$ cat src/hdl/mbrot_pkg.sv
package mbrot_pkg;

    localparam int unsigned CFG_W       = 32;
    localparam int unsigned ITER_W      = 16;
    localparam int unsigned OUT_COORD_W = 11;
    localparam int unsigned RGB_W       = 8;
    localparam int unsigned CFG_IDX_W   = 3;
    localparam int unsigned PROD_W      = 64;
    localparam int unsigned WIDE_W      = 66;
    localparam int unsigned MOD_IN_W    = 19;

    // register indexes on the configuration port
    localparam logic [CFG_IDX_W-1:0] CFG_REAL_ORIGIN = 3'd0;
    localparam logic [CFG_IDX_W-1:0] CFG_IMAG_ORIGIN = 3'd1;
    localparam logic [CFG_IDX_W-1:0] CFG_REAL_STEP   = 3'd2;
    localparam logic [CFG_IDX_W-1:0] CFG_IMAG_STEP   = 3'd3;
    localparam logic [CFG_IDX_W-1:0] CFG_MAX_ITER    = 3'd4;

    // reset values: -2.0, -1.2 and the default steps in Q4.28
    localparam logic signed [CFG_W-1:0] RST_REAL_ORIGIN = -32'sd536870912;
    localparam logic signed [CFG_W-1:0] RST_IMAG_ORIGIN = -32'sd322122547;
    localparam logic signed [CFG_W-1:0] RST_REAL_STEP   = 32'sd1260260;
    localparam logic signed [CFG_W-1:0] RST_IMAG_STEP   = 32'sd1260918;
    localparam logic [ITER_W-1:0]       RST_MAX_ITER    = 16'd100;

    localparam logic [RGB_W-1:0] MOD_BASE = 8'd255;

    typedef struct packed {
        logic signed [CFG_W-1:0] real_origin;
        logic signed [CFG_W-1:0] imag_origin;
        logic signed [CFG_W-1:0] real_step;
        logic signed [CFG_W-1:0] imag_step;
        logic [ITER_W-1:0]       max_iter;
    } t_cfg;

    typedef struct packed {
        logic [OUT_COORD_W-1:0] col;
        logic [OUT_COORD_W-1:0] row;
        logic [ITER_W-1:0]      count;
        logic                   in_set;
    } t_res;

    // clamp a wide signed value to the signed 32-bit range
    function automatic logic signed [CFG_W-1:0] f_sat32(input logic signed [WIDE_W-1:0] v);
        logic [WIDE_W-CFG_W:0] top;
        top = v[WIDE_W-1:CFG_W-1];
        if (top == '0 || top == '1) begin
            return v[CFG_W-1:0];
        end else if (v[WIDE_W-1]) begin
            return 32'sh8000_0000;
        end else begin
            return 32'sh7FFF_FFFF;
        end
    endfunction

    // v mod 255 by folding bytes, then one compare and subtract
    function automatic logic [RGB_W-1:0] f_mod255(input logic [MOD_IN_W-1:0] v);
        logic [9:0] s1;
        logic [8:0] s2;
        s1 = {2'b00, v[7:0]} + {2'b00, v[15:8]} + {7'b0, v[18:16]};
        s2 = {1'b0, s1[7:0]} + {7'b0, s1[9:8]};
        if (s2 >= {1'b0, MOD_BASE}) begin
            s2 = s2 - {1'b0, MOD_BASE};
        end
        return s2[RGB_W-1:0];
    endfunction

endpackage

$ cat src/hdl/mbrot_cfg.sv
module mbrot_cfg (
    input  logic                                i_clk,
    input  logic                                i_rst_n,
    input  logic                                i_we,
    input  logic [mbrot_pkg::CFG_IDX_W-1:0]     i_index,
    input  logic [mbrot_pkg::CFG_W-1:0]         i_data,
    output mbrot_pkg::t_cfg                     o_cfg
);

    mbrot_pkg::t_cfg r_cfg;

    always_ff @(posedge i_clk) begin
        if (!i_rst_n) begin
            r_cfg.real_origin <= mbrot_pkg::RST_REAL_ORIGIN;
            r_cfg.imag_origin <= mbrot_pkg::RST_IMAG_ORIGIN;
            r_cfg.real_step   <= mbrot_pkg::RST_REAL_STEP;
            r_cfg.imag_step   <= mbrot_pkg::RST_IMAG_STEP;
            r_cfg.max_iter    <= mbrot_pkg::RST_MAX_ITER;
        end else if (i_we) begin
            case (i_index)
                mbrot_pkg::CFG_REAL_ORIGIN: r_cfg.real_origin <= $signed(i_data);
                mbrot_pkg::CFG_IMAG_ORIGIN: r_cfg.imag_origin <= $signed(i_data);
                mbrot_pkg::CFG_REAL_STEP:   r_cfg.real_step   <= $signed(i_data);
                mbrot_pkg::CFG_IMAG_STEP:   r_cfg.imag_step   <= $signed(i_data);
                mbrot_pkg::CFG_MAX_ITER:    r_cfg.max_iter    <= i_data[mbrot_pkg::ITER_W-1:0];
                default: ;
            endcase
        end
    end

    assign o_cfg = r_cfg;

endmodule

$ cat src/hdl/mbrot_mul.sv
module mbrot_mul (
    input  logic                                i_clk,
    input  logic signed [mbrot_pkg::CFG_W-1:0]  i_a,
    input  logic signed [mbrot_pkg::CFG_W-1:0]  i_b,
    output logic signed [mbrot_pkg::PROD_W-1:0] o_p
);

    logic signed [mbrot_pkg::PROD_W-1:0] r_p;

    // one signed 32x32 product per cycle, registered
    always_ff @(posedge i_clk) begin
        r_p <= i_a * i_b;
    end

    assign o_p = r_p;

endmodule

$ cat src/hdl/mbrot_seq.sv
module mbrot_seq #(
    parameter int unsigned FRAC_BITS  = 28,
    parameter int unsigned COORD_BITS = 11
) (
    input  logic                    i_clk,
    input  logic                    i_rst_n,
    input  mbrot_pkg::t_cfg         i_cfg,
    input  logic                    i_start,
    input  logic [COORD_BITS-1:0]   i_col,
    input  logic [COORD_BITS-1:0]   i_row,
    input  logic                    i_free,
    output logic                    o_busy,
    output logic                    o_done,
    output mbrot_pkg::t_res         o_res
);

    localparam int unsigned CW = mbrot_pkg::CFG_W;
    localparam int unsigned PW = mbrot_pkg::PROD_W;
    localparam int unsigned WW = mbrot_pkg::WIDE_W;
    localparam int unsigned NW = mbrot_pkg::ITER_W;
    localparam int unsigned OW = mbrot_pkg::OUT_COORD_W;
    localparam logic [PW-1:0] LIMIT = 64'd4 << FRAC_BITS;

    typedef enum logic [2:0] {
        S_IDLE, S_MAP_RE, S_MAP_IM, S_MAP_END, S_SQX, S_SQY, S_XY, S_UPD
    } t_state;
    localparam t_state S_DONE_ST = S_IDLE;

    // result held here until the output register takes it
    logic r_done, n_done;

    t_state                r_state, n_state;
    logic [COORD_BITS-1:0] r_col, n_col, r_row, n_row;
    logic signed [CW-1:0]  r_x, n_x, r_y, n_y, r_c_re, n_c_re, r_c_im, n_c_im;
    logic signed [PW-1:0]  r_xx, n_xx, r_yy, n_yy;
    logic [NW-1:0]         r_n, n_n, r_count, n_count;
    logic                  r_inside, n_inside;

    logic signed [CW-1:0]  w_mul_a, w_mul_b;
    logic signed [PW-1:0]  w_prod;
    logic signed [PW-1:0]  w_diff, w_re_sh, w_im_sh;
    logic signed [WW-1:0]  w_map_sum, w_re_sum, w_im_sum;
    logic signed [CW-1:0]  w_map_org;
    logic [PW-1:0]         w_mag;
    logic                  w_esc;
    logic [NW:0]           w_n_inc;
    logic [OW+COORD_BITS-1:0] w_col_ext, w_row_ext;

    mbrot_mul u_mul (
        .i_clk (i_clk),
        .i_a   (w_mul_a),
        .i_b   (w_mul_b),
        .o_p   (w_prod)
    );

    // operand select for the shared multiplier
    always_comb begin
        case (r_state)
            S_MAP_RE: begin
                w_mul_a = $signed({{(CW-COORD_BITS){1'b0}}, r_col});
                w_mul_b = i_cfg.real_step;
            end
            S_MAP_IM: begin
                w_mul_a = $signed({{(CW-COORD_BITS){1'b0}}, r_row});
                w_mul_b = i_cfg.imag_step;
            end
            S_SQX: begin
                w_mul_a = r_x;
                w_mul_b = r_x;
            end
            S_SQY: begin
                w_mul_a = r_y;
                w_mul_b = r_y;
            end
            default: begin
                w_mul_a = r_x;
                w_mul_b = r_y;
            end
        endcase
    end

    always_comb begin
        w_map_org = (r_state == S_MAP_IM) ? i_cfg.real_origin : i_cfg.imag_origin;
        w_map_sum = $signed({{(WW-PW){w_prod[PW-1]}}, w_prod})
                  + $signed({{(WW-CW){w_map_org[CW-1]}}, w_map_org});
        w_diff    = r_xx - r_yy;
        w_re_sh   = w_diff >>> FRAC_BITS;
        w_im_sh   = w_prod >>> (FRAC_BITS - 1);
        w_re_sum  = $signed({{(WW-PW){w_re_sh[PW-1]}}, w_re_sh})
                  + $signed({{(WW-CW){r_c_re[CW-1]}}, r_c_re});
        w_im_sum  = $signed({{(WW-PW){w_im_sh[PW-1]}}, w_im_sh})
                  + $signed({{(WW-CW){r_c_im[CW-1]}}, r_c_im});
        w_mag     = ($unsigned(r_xx) >> FRAC_BITS) + ($unsigned(r_yy) >> FRAC_BITS);
        w_esc     = w_mag > LIMIT;
        w_n_inc   = {1'b0, r_n} + {{NW{1'b0}}, 1'b1};
    end

    always_comb begin
        n_state  = r_state;
        n_done   = r_done;
        n_col    = r_col;
        n_row    = r_row;
        n_x      = r_x;
        n_y      = r_y;
        n_c_re   = r_c_re;
        n_c_im   = r_c_im;
        n_xx     = r_xx;
        n_yy     = r_yy;
        n_n      = r_n;
        n_count  = r_count;
        n_inside = r_inside;

        if (r_done) begin
            if (i_free) begin
                n_done  = 1'b0;
                n_state = S_DONE_ST;
            end
        end else begin
            case (r_state)
                S_IDLE: begin
                    if (i_start) begin
                        n_col   = i_col;
                        n_row   = i_row;
                        n_state = S_MAP_RE;
                    end
                end
                S_MAP_RE: begin
                    n_state = S_MAP_IM;
                end
                S_MAP_IM: begin
                    n_c_re  = mbrot_pkg::f_sat32(w_map_sum);
                    n_x     = n_c_re;
                    n_state = S_MAP_END;
                end
                S_MAP_END: begin
                    n_c_im = mbrot_pkg::f_sat32(w_map_sum);
                    n_y    = n_c_im;
                    n_n    = '0;
                    if (i_cfg.max_iter == '0) begin
                        // zero limit: no step is run
                        n_count  = '0;
                        n_inside = 1'b1;
                        n_done   = 1'b1;
                        n_state  = S_UPD;
                    end else begin
                        n_state = S_SQX;
                    end
                end
                S_SQX: begin
                    n_state = S_SQY;
                end
                S_SQY: begin
                    n_xx    = w_prod;
                    n_state = S_XY;
                end
                S_XY: begin
                    n_yy    = w_prod;
                    n_state = S_UPD;
                end
                S_UPD: begin
                    if (w_esc) begin
                        n_count  = r_n;
                        n_inside = 1'b0;
                        n_done   = 1'b1;
                    end else begin
                        n_x = mbrot_pkg::f_sat32(w_re_sum);
                        n_y = mbrot_pkg::f_sat32(w_im_sum);
                        n_n = w_n_inc[NW-1:0];
                        if (w_n_inc == {1'b0, i_cfg.max_iter}) begin
                            n_count  = i_cfg.max_iter;
                            n_inside = 1'b1;
                            n_done   = 1'b1;
                        end else begin
                            n_state = S_SQX;
                        end
                    end
                end
                default: begin
                    n_state = S_IDLE;
                end
            endcase
        end
    end

    always_ff @(posedge i_clk) begin
        r_col    <= n_col;
        r_row    <= n_row;
        r_x      <= n_x;
        r_y      <= n_y;
        r_c_re   <= n_c_re;
        r_c_im   <= n_c_im;
        r_xx     <= n_xx;
        r_yy     <= n_yy;
        r_n      <= n_n;
        r_count  <= n_count;
        r_inside <= n_inside;
        if (!i_rst_n) begin
            r_state <= S_IDLE;
            r_done  <= 1'b0;
        end else begin
            r_state <= n_state;
            r_done  <= n_done;
        end
    end

    always_comb begin
        w_col_ext = {{OW{1'b0}}, r_col};
        w_row_ext = {{OW{1'b0}}, r_row};
    end

    assign o_busy       = r_done || (r_state != S_IDLE);
    assign o_done       = r_done;
    assign o_res.col    = w_col_ext[OW-1:0];
    assign o_res.row    = w_row_ext[OW-1:0];
    assign o_res.count  = r_count;
    assign o_res.in_set = r_inside;

endmodule

$ cat src/hdl/mbrot_colour.sv
module mbrot_colour (
    input  logic [mbrot_pkg::ITER_W-1:0]    i_count,
    input  logic                            i_inside,
    input  logic [mbrot_pkg::ITER_W-1:0]    i_max_iter,
    output logic [mbrot_pkg::RGB_W-1:0]     o_red,
    output logic [mbrot_pkg::RGB_W-1:0]     o_green,
    output logic [mbrot_pkg::RGB_W-1:0]     o_blue
);

    localparam int unsigned MW = mbrot_pkg::MOD_IN_W;
    localparam int unsigned NW = mbrot_pkg::ITER_W;

    logic [MW-1:0]                  w_count_ext, w_five;
    logic [NW-1:0]                  w_half;
    logic [mbrot_pkg::RGB_W-1:0]    w_red_band, w_grey;

    always_comb begin
        w_count_ext = {{(MW-NW){1'b0}}, i_count};
        w_five      = (w_count_ext << 2) + w_count_ext;
        w_half      = i_max_iter >> 1;
        w_red_band  = mbrot_pkg::f_mod255(w_five);
        w_grey      = mbrot_pkg::f_mod255(w_count_ext);
        o_red   = '0;
        o_green = '0;
        o_blue  = '0;
        if (!i_inside) begin
            if (i_count < w_half) begin
                // early escape, red band
                o_red = w_red_band;
            end else begin
                o_red   = w_grey;
                o_green = w_grey;
                o_blue  = w_grey;
            end
        end
    end

endmodule

$ cat src/hdl/mandelbrot_escape_time_pixel_unit.sv
// each accepted pixel is mapped and then run through k iteration steps (n+1 for an escape
//   at step n, max_iter when inside, 0 for a zero limit); a new pixel waits for the last one
// each step runs S_SQX, S_SQY, S_XY and S_UPD: x*x, y*y and x*y through the one shared
//   32x32 multiplier, then the escape test and update
// reset: synchronous, active low; config registers return to their defaults, the sequencer
//   goes idle and the output word is dropped
module mandelbrot_escape_time_pixel_unit #(
    parameter int unsigned FRAC_BITS  = 28,
    parameter int unsigned COORD_BITS = 11,
    parameter int unsigned COUNT_BITS = 16
) (
    input  logic                                    i_clk,
    input  logic                                    i_rst_n,
    // configuration write channel
    input  logic                                    i_cfg_valid,
    output logic                                    o_cfg_ready,
    input  logic [mbrot_pkg::CFG_IDX_W-1:0]         i_cfg_index,
    input  logic [mbrot_pkg::CFG_W-1:0]             i_cfg_data,
    // pixel input channel
    input  logic                                    i_in_valid,
    output logic                                    o_in_stall,
    input  logic [COORD_BITS-1:0]                   i_col,
    input  logic [COORD_BITS-1:0]                   i_row,
    // result channel
    output logic                                    o_out_valid,
    input  logic                                    i_out_stall,
    output logic [mbrot_pkg::OUT_COORD_W-1:0]       o_out_col,
    output logic [mbrot_pkg::OUT_COORD_W-1:0]       o_out_row,
    output logic [mbrot_pkg::RGB_W-1:0]             o_red,
    output logic [mbrot_pkg::RGB_W-1:0]             o_green,
    output logic [mbrot_pkg::RGB_W-1:0]             o_blue,
    output logic                                    o_inside_res,
    output logic [mbrot_pkg::ITER_W-1:0]            o_escape_count
);

    // escape count is reported modulo 2^COUNT_BITS
    localparam logic [mbrot_pkg::ITER_W-1:0] CNT_MASK =
        (COUNT_BITS >= mbrot_pkg::ITER_W) ? '1 :
        mbrot_pkg::ITER_W'((32'd1 << COUNT_BITS) - 32'd1);

    mbrot_pkg::t_cfg    w_cfg;
    mbrot_pkg::t_res    w_res;
    logic               w_busy;
    logic               w_done;
    logic               w_free;
    logic               w_load;
    logic [mbrot_pkg::RGB_W-1:0] w_red, w_green, w_blue;

    // output register, the only buffer between the sequencer and the sink
    logic                                   r_out_valid;
    logic [mbrot_pkg::OUT_COORD_W-1:0]      r_out_col, r_out_row;
    logic [mbrot_pkg::RGB_W-1:0]            r_red, r_green, r_blue;
    logic                                   r_inside;
    logic [mbrot_pkg::ITER_W-1:0]           r_count;

    // configuration writes are always taken
    assign o_cfg_ready = 1'b1;

    mbrot_cfg u_cfg (
        .i_clk   (i_clk),
        .i_rst_n (i_rst_n),
        .i_we    (i_cfg_valid && o_cfg_ready),
        .i_index (i_cfg_index),
        .i_data  (i_cfg_data),
        .o_cfg   (w_cfg)
    );

    // one pixel at a time: the sequencer holds off new words until its result is handed on
    mbrot_seq #(
        .FRAC_BITS  (FRAC_BITS),
        .COORD_BITS (COORD_BITS)
    ) u_seq (
        .i_clk   (i_clk),
        .i_rst_n (i_rst_n),
        .i_cfg   (w_cfg),
        .i_start (i_in_valid && !o_in_stall),
        .i_col   (i_col),
        .i_row   (i_row),
        .i_free  (w_free),
        .o_busy  (w_busy),
        .o_done  (w_done),
        .o_res   (w_res)
    );

    // colour lookup sits in front of the output register
    mbrot_colour u_colour (
        .i_count    (w_res.count),
        .i_inside   (w_res.in_set),
        .i_max_iter (w_cfg.max_iter),
        .o_red      (w_red),
        .o_green    (w_green),
        .o_blue     (w_blue)
    );

    assign o_in_stall = w_busy;

    // output slot is free when empty or being taken this cycle
    assign w_free = !r_out_valid || !i_out_stall;
    assign w_load = w_done && w_free;

    always_ff @(posedge i_clk) begin
        if (w_load) begin
            r_out_col <= w_res.col;
            r_out_row <= w_res.row;
            r_red     <= w_red;
            r_green   <= w_green;
            r_blue    <= w_blue;
            r_inside  <= w_res.in_set;
            r_count   <= w_res.count & CNT_MASK;
        end
        if (!i_rst_n) begin
            r_out_valid <= 1'b0;
        end else if (w_load) begin
            r_out_valid <= 1'b1;
        end else if (!i_out_stall) begin
            r_out_valid <= 1'b0;
        end
    end

    assign o_out_valid    = r_out_valid;
    assign o_out_col      = r_out_col;
    assign o_out_row      = r_out_row;
    assign o_red          = r_red;
    assign o_green        = r_green;
    assign o_blue         = r_blue;
    assign o_inside_res   = r_inside;
    assign o_escape_count = r_count;

endmodule

$ cat config.mk
export PLATFORM = sky130hd
export DESIGN_NAME = mandelbrot_escape_time_pixel_unit
export DESIGN_NICKNAME = d
export VERILOG_FILES = /design/src/hdl/mbrot_pkg.sv /design/src/hdl/mbrot_cfg.sv /design/src/hdl/mbrot_mul.sv /design/src/hdl/mbrot_seq.sv /design/src/hdl/mbrot_colour.sv /design/src/hdl/mandelbrot_escape_time_pixel_unit.sv
export SDC_FILE = /design/constraint.sdc
export NUM_CORES = 2
export LEC_CHECK = 0
export BUFFER_PORTS_ARGS = -buffer_cell sky130_fd_sc_hd__buf_4
export CAP_MARGIN = 20
export CORE_MARGIN = 4
export CORE_UTILIZATION = 64
export CTS_CLUSTER_DIAMETER = 150
export DETAILED_ROUTE_END_ITERATION = 10
export PLACE_DENSITY = 0.87
export SLEW_MARGIN = 20
export SYNTH_ARGS = -nofsm -noshare
export SYNTH_HDL_FRONTEND = slang
export SYNTH_SLANG_ARGS = --single-unit
$ cat constraint.sdc
create_clock -name i_clk -period 27.8 [get_ports i_clk]
set_clock_uncertainty 0.15 [all_clocks]
set_input_delay 2.78 -clock i_clk [delete_from_list [all_inputs] [get_ports i_clk]]
set_output_delay 2.78 -clock i_clk [all_outputs]
set_load 0.05 [all_outputs]
[Word level (Yosys, flattened, before mapping)]
Index checks and enable logic that the tools add are counted.
Storage, ports and cells
  RAM bits: 0
  flip-flop bits (word level): 579
  bits in read-only memories: 0
  bits in latches: 0
  memories kept: 0
  output and inout port bits: 66
  logic and storage cells: 144
Operators by class
  equality and inequality tests: 23
  multiply operators: 1
  magnitude comparators: 4
  $add $sub $neg: 14
  shift-type cells: 0
  div/mod/pow operators: 0
  reductions and logical operators: 34
  multiplexer cells: 41
  bitwise gates (word level): 1
Operators by type and width (count)
  two-way mux 32 bit: 9
  one-hot mux 32 bit (3 select lines): 2
  one-hot mux 32 bit (2 select lines): 2
  equality test 35 bit, second input constant: 3
  zero test 35 bit: 3
  adder 64 x 32 -> 65 bit: 1
  greater-than comparator 64 x 31 -> 1 bit, second input constant: 1
  multiplier 32 x 32 -> 64 bit: 1
  two-way mux 16 bit: 4
  one-hot mux 16 bit (2 select lines): 2
  subtractor 64 bit: 1
  adder 37 x 32 -> 38 bit: 1
  adder 36 x 32 -> 37 bit: 1
  adder 36 x 36 -> 37 bit: 1
  two-way mux 8 bit: 3
  one-hot mux 3 bit (8 select lines): 1
  adder 18 x 16 -> 19 bit: 1
  adder 8 x 8 -> 9 bit: 2
  >= comparator 9 x 8 -> 1 bit, second input constant: 2
  AND reduction 2 bit: 9
  adder 16 x 1 -> 17 bit, second input constant: 1
  equality test 17 x 16 -> 1 bit: 1
  zero test 16 bit: 1
  less-than comparator 16 x 15 -> 1 bit: 1
  other kinds (25): 64

[Depth between registers and ports, before layout]
  depth after elaboration: 7
  gate-level depth with buffers: 38
  gate-level depth less buffers: 35

[By module]
Synthesis repeated with hierarchy kept, for this count alone.
Second synthesis, totals
  cell total of the unflattened synthesis: 8127
  area, all modules: 76057.9 um^2
By module, submodules not included
  mbrot_mul: area each 37897.6 um^2, instances 1, seq. area each 1281.2 um^2, cells an instance 4062
  mbrot_seq: area each 27931.8 um^2, instances 1, seq. area each 9419.0 um^2, cells an instance 3105
  mbrot_cfg: area each 5580.4 um^2, instances 1, seq. area each 2882.8 um^2, cells an instance 539
  mbrot_colour: area each 2697.6 um^2, instances 1, seq. area each 0.0 um^2, cells an instance 350
  mandelbrot_escape_time_pixel_unit: area each 1950.6 um^2, instances 1, seq. area each 1911.8 um^2, cells an instance 71

[Least setup slack after synthesis]
OpenSTA, ideal clock, no wires.
  path type: flip-flop to flip-flop
  from: reg u_seq.r_state[0]
  to: reg u_seq.u_mul.r_p (netlist bit u_seq.u_mul.o_p[59])
  cell stages (with the launch flop): 31
  required time: 27.544 ns
  slack: 18.303 ns
  data arrival time: 9.241 ns
  setup time: 0.106 ns
  clock period less this slack: 9.497 ns
  cells stage by stage: dfxtp_1 clkbuf_1 nor3b_1 nor2_1 clkbuf_1 buf_1 a221oi_1 clkbuf_1 nor2_1 fa_1 fa_1 fa_1 inv_1 fa_1 inv_1 fa_1 fa_1 fa_1 fa_1 ha_1 nand4_1 nor3_1 o211a_1 o31a_1 o21ba_2 o2111ai_1 a211oi_1 o31ai_1 a21oi_1 or4b_2 o311ai_0
Between the ends
  word-level cells in the longest chain between the ends: 3
  elaborated cells on any way between the ends: 7
Ends and longest elaborated chain
  start: declaration: line mbrot_seq.sv:32  | t_state r_state, n_state;
  start signal: assignment: line mbrot_seq.sv:201  | r_state <= n_state;
  equality test 3 bit (tied with other cells): line mbrot_seq.sv:58  | case (r_state)
  one-hot mux 32 bit (3 select lines): line mbrot_seq.sv:58
  multiplier 32 x 32 -> 64 bit *: line mbrot_mul.sv:12  | r_p <= i_a * i_b;
  end signal: assignment: line mbrot_mul.sv:12
  end: declaration: line mbrot_mul.sv:8  | logic signed [mbrot_pkg::PROD_W-1:0] r_p;
Mark *: on every way between the ends. The rest lies on a longest branch, timed or not.
A chain may end at the register's enable or synchronous reset.

[Worst setup path after layout]
  from: reg u_seq.r_state[2]
  to: reg u_seq.u_mul.r_p (netlist bit u_seq.u_mul.o_p[62])
The elaborated chain is that of the path after synthesis.

==> reports/qor.csv <==
stage;metric;value;unit
outcome;status;finished, final reports clean;
global_route;overflow;0;
floorplan;initial_core_util;64.4;%
placement;gp_congestion;1.01;
routing;dr.pass1.iters;7;
synth;synth.cell_area;0.0723;mm2
worst_setup_path;startpoint_type;flip-flop;
clock_network;h-tree-depth;3;
worst_setup_path;crit_path_max_fanout;78;
floorplan;dieArea;0.118;mm2
clock_network;cts_made_buffers;67;
clock_network;cts_setup_buffers;0;
worst_setup_path;cp_slowest_cell;fa_1;
routing;vias_per_cell;6.45;
worst_setup_path;worst-path-stages;29;
synth;synth_top_cell_by_area;fa_1;
worst_setup_path;reg2reg_depth;29;
finish;fill_cells;8301;
synth;synthTopCellsByArea;fa_1 (30%), edfxtp_1 (15%), ha_1 (8.2%);
synth;yosys_warnings;0;
floorplan;fp.dieH;344;um
placement;dpl-instance-area;0.0751;mm2
synth;syn_nets;9477;
synth;synth.yosys.seq_area_share;21.1;%
synth;synth-seq-cells;579;
synth;ys.flop_type;edfxtp_1;
finish;area_growth;6.95;%
timing;rsz0062_at_grt;no;
timing;post-route-period-util;42.2;%
worst_setup_path;cp.required;28.16;ns
clock_network;cts_resized;0;
placement;hpwl;185000;um
timing;clock.fmax;85.3;MHz
synth;synth.avg_cell_area;9.21;um2
synth;async_reset_ff_share;0;%
finish;drive_gt1_share;6.39;%
synth;synth_common_cells;inv_1 (1110), fa_1 (1091), nand2_1 (1007);
timing;fin_setup_tns;0;ns
worst_setup_path;path_class;flip-flop to flip-flop;
global_route;grt_max_degree;106;
worst_setup_path;worst_path_largest_cell_delay;0.99;ns
synth;synth_edf_count;366;
routing;routed_wl;238000;um
routing;drc;0;
clock_network;cts_root_buffer;clkbuf_16;
worst_setup_path;endpoint_kind;flip-flop;
synth;synthCells;7851;
timing;relSlewSlack;15.6;%
worst_setup_path;path_common_cell;fa_1;
global_route;first_global_vias;62100;
routing;drtAntennaViolNets;0;
timing;worst_slew_pin_slew;1.27;ns
routing;drtIter0Drc;6824;
min_path;hold_class;flip-flop to flip-flop;
floorplan;coreArea;0.112;mm2
floorplan;die_x;344;um
placement;dp.cells;9231;
job;drv_cap;0;
finish;final_nets;9429;
routing;vias;60400;
synth;synth.most_common_cell;inv_1;
timing;finalCriticalPeriod;11.72;ns
clock_network;cts_tree;built;
global_route;grt_pass1_wl;365000;um
timing;maxSlewViolCount;0;
worst_setup_path;crit_family;adder cells;
clock_network;clk_pin_slew;0.06;ns
routing;route.detailed.wl_per_inst;25.5;um
synth;yosys.cell_types.count;93;
placement;io_buffers;126;
clock_network;postCtsHoldBufs;0;
min_path;hold_depth;0;
finish;final_cell_area;0.0774;mm2
synth;synth_top_area_share;30.2;%
worst_setup_path;critPathBufInv;9;
clock_network;clk_latency;0.64;ns
global_route;grt.total_usage;40.7;%
timing;setup_viol_count_final;0;
finish;final_util;68.9;%
timing;finalHoldViolCount;0;
global_route;antenna_found_initial;6;
floorplan;rows;123;
worst_setup_path;arrival;12.08;ns
finish;final_cells;9358;
clock_network;cts_sinks;579;
floorplan;ioPinCount;128;
clock_network;clk_path_buf_depth;3;
==> path summary, 6_finish.rpt <==
check / from / endpoint / slack (ns)
worst max-delay path: u_seq.r_state[2]$_SDFFE_PN0P_ / u_seq.u_mul.o_p[62]$_DFF_P_ / 16.08
worst min-delay path: u_seq.r_row[1]$_DFFE_PP_ / o_out_row[1]$_DFFE_PP_ / 0.30
worst max register to register: u_seq.r_state[2]$_SDFFE_PN0P_ / u_seq.u_mul.o_p[62]$_DFF_P_ / 16.08
worst min register to register: u_seq.r_row[1]$_DFFE_PP_ / o_out_row[1]$_DFFE_PP_ / 0.30
==> cells by family (layout without fill, tap and decap cells) <==
family / after synthesis / after routing / synth area share [%]
compound gates: 1378 / 1378 / 13.2
xor+xnor: 278 / 278 / 3.40
fa+ha+maj: 1564 / 1564 / 38.4
buf+inv: 1488 / 1491 / 7.83
flops: 579 / 579 / 21.1
mux: 96 / 96 / 1.39
other cells: 1 / 5 / 0.00518
simple gates: 2467 / 2467 / 14.7
==> area by class of cell <==
class / instances / area (um2) / share of cell area, %
repair buffers: 260 / 1960 / 2.54
flip-flops and latches: 579 / 15300 / 19.7
well taps: 1500 / 1880 / 2.43
multi-input cells: 5784 / 51900 / 67.1
clock inverters: 39 / 374 / 0.484
inverters: 1111 / 4170 / 5.39
clock buffers: 81 / 1800 / 2.33
diodes: 4 / 10.0 / 0.0129
==> per-stage QoR <==
| stage | setup WS, ns | hold slack [ns] |
|---|---|---|
| floorplan | 18.30 | 0.277 |
| global route | 15.64 | 0.306 |
| global placement | 16.63 | 0.283 |
| detailed placement | 16.38 | 0.289 |
| CTS | 16.33 | 0.296 |
| finish | 16.08 | 0.303 |
==> cells in the final DEF, fill, tap and decap left out, types with 27 or more instances in the layout <==
cell	Yosys	routed
a22oi_1	66	66
o21ai_0	179	179
or3_1	27	27
a21oi_1	319	318
a22o_1	37	37
mux2_2	35	35
and3_1	36	35
nor4_1	28	28
a21o_1	129	129
mux2i_1	61	61
buf_4	13	256
a21boi_0	106	105
o21a_1	66	66
nor2b_1	46	42
and2_1	45	45
xor2_1	86	86
edfxtp_1	366	366
ha_1	473	473
nand3_1	131	131
nor2_1	858	852
dfxtp_1	213	212
o211ai_1	27	27
nand2b_1	57	57
clkbuf_16	0	69
o21bai_1	51	51
nand2_1	1007	1007
xnor2_1	190	190
a2111oi_0	36	36
a221o_1	39	36
fa_1	1091	1091
nand4_1	52	52
nor3_1	86	83
inv_1	1110	1109
a211oi_1	66	66
a31oi_1	32	30
==> state kept, by name, indices dropped and copies added, names as in the netlist, 32 cells and up <==
name and count:
u_seq.r_x 32, u_seq.r_c_re 32, u_seq.r_xx 64, u_seq.r_y 32, u_seq.u_mul.o_p 64, u_cfg.o_cfg 144
u_seq.r_yy 64, u_seq.r_c_im 32
==> metal layers <==
layer / vias up / track usage, % / part of all wire, %
met5: - / 0 / 0.0055
met3: 1087 / 11.5 / 12
met1: 29700 / 50.6 / 35
met4: 2 / 28.0 / 8.7
li1: 25800 / - / -
met2: 3879 / 62.0 / 44
Power is left out: the tool's default activity adds up to more than one toggle a clock period on the data nets, which glitch-free logic cannot reach.
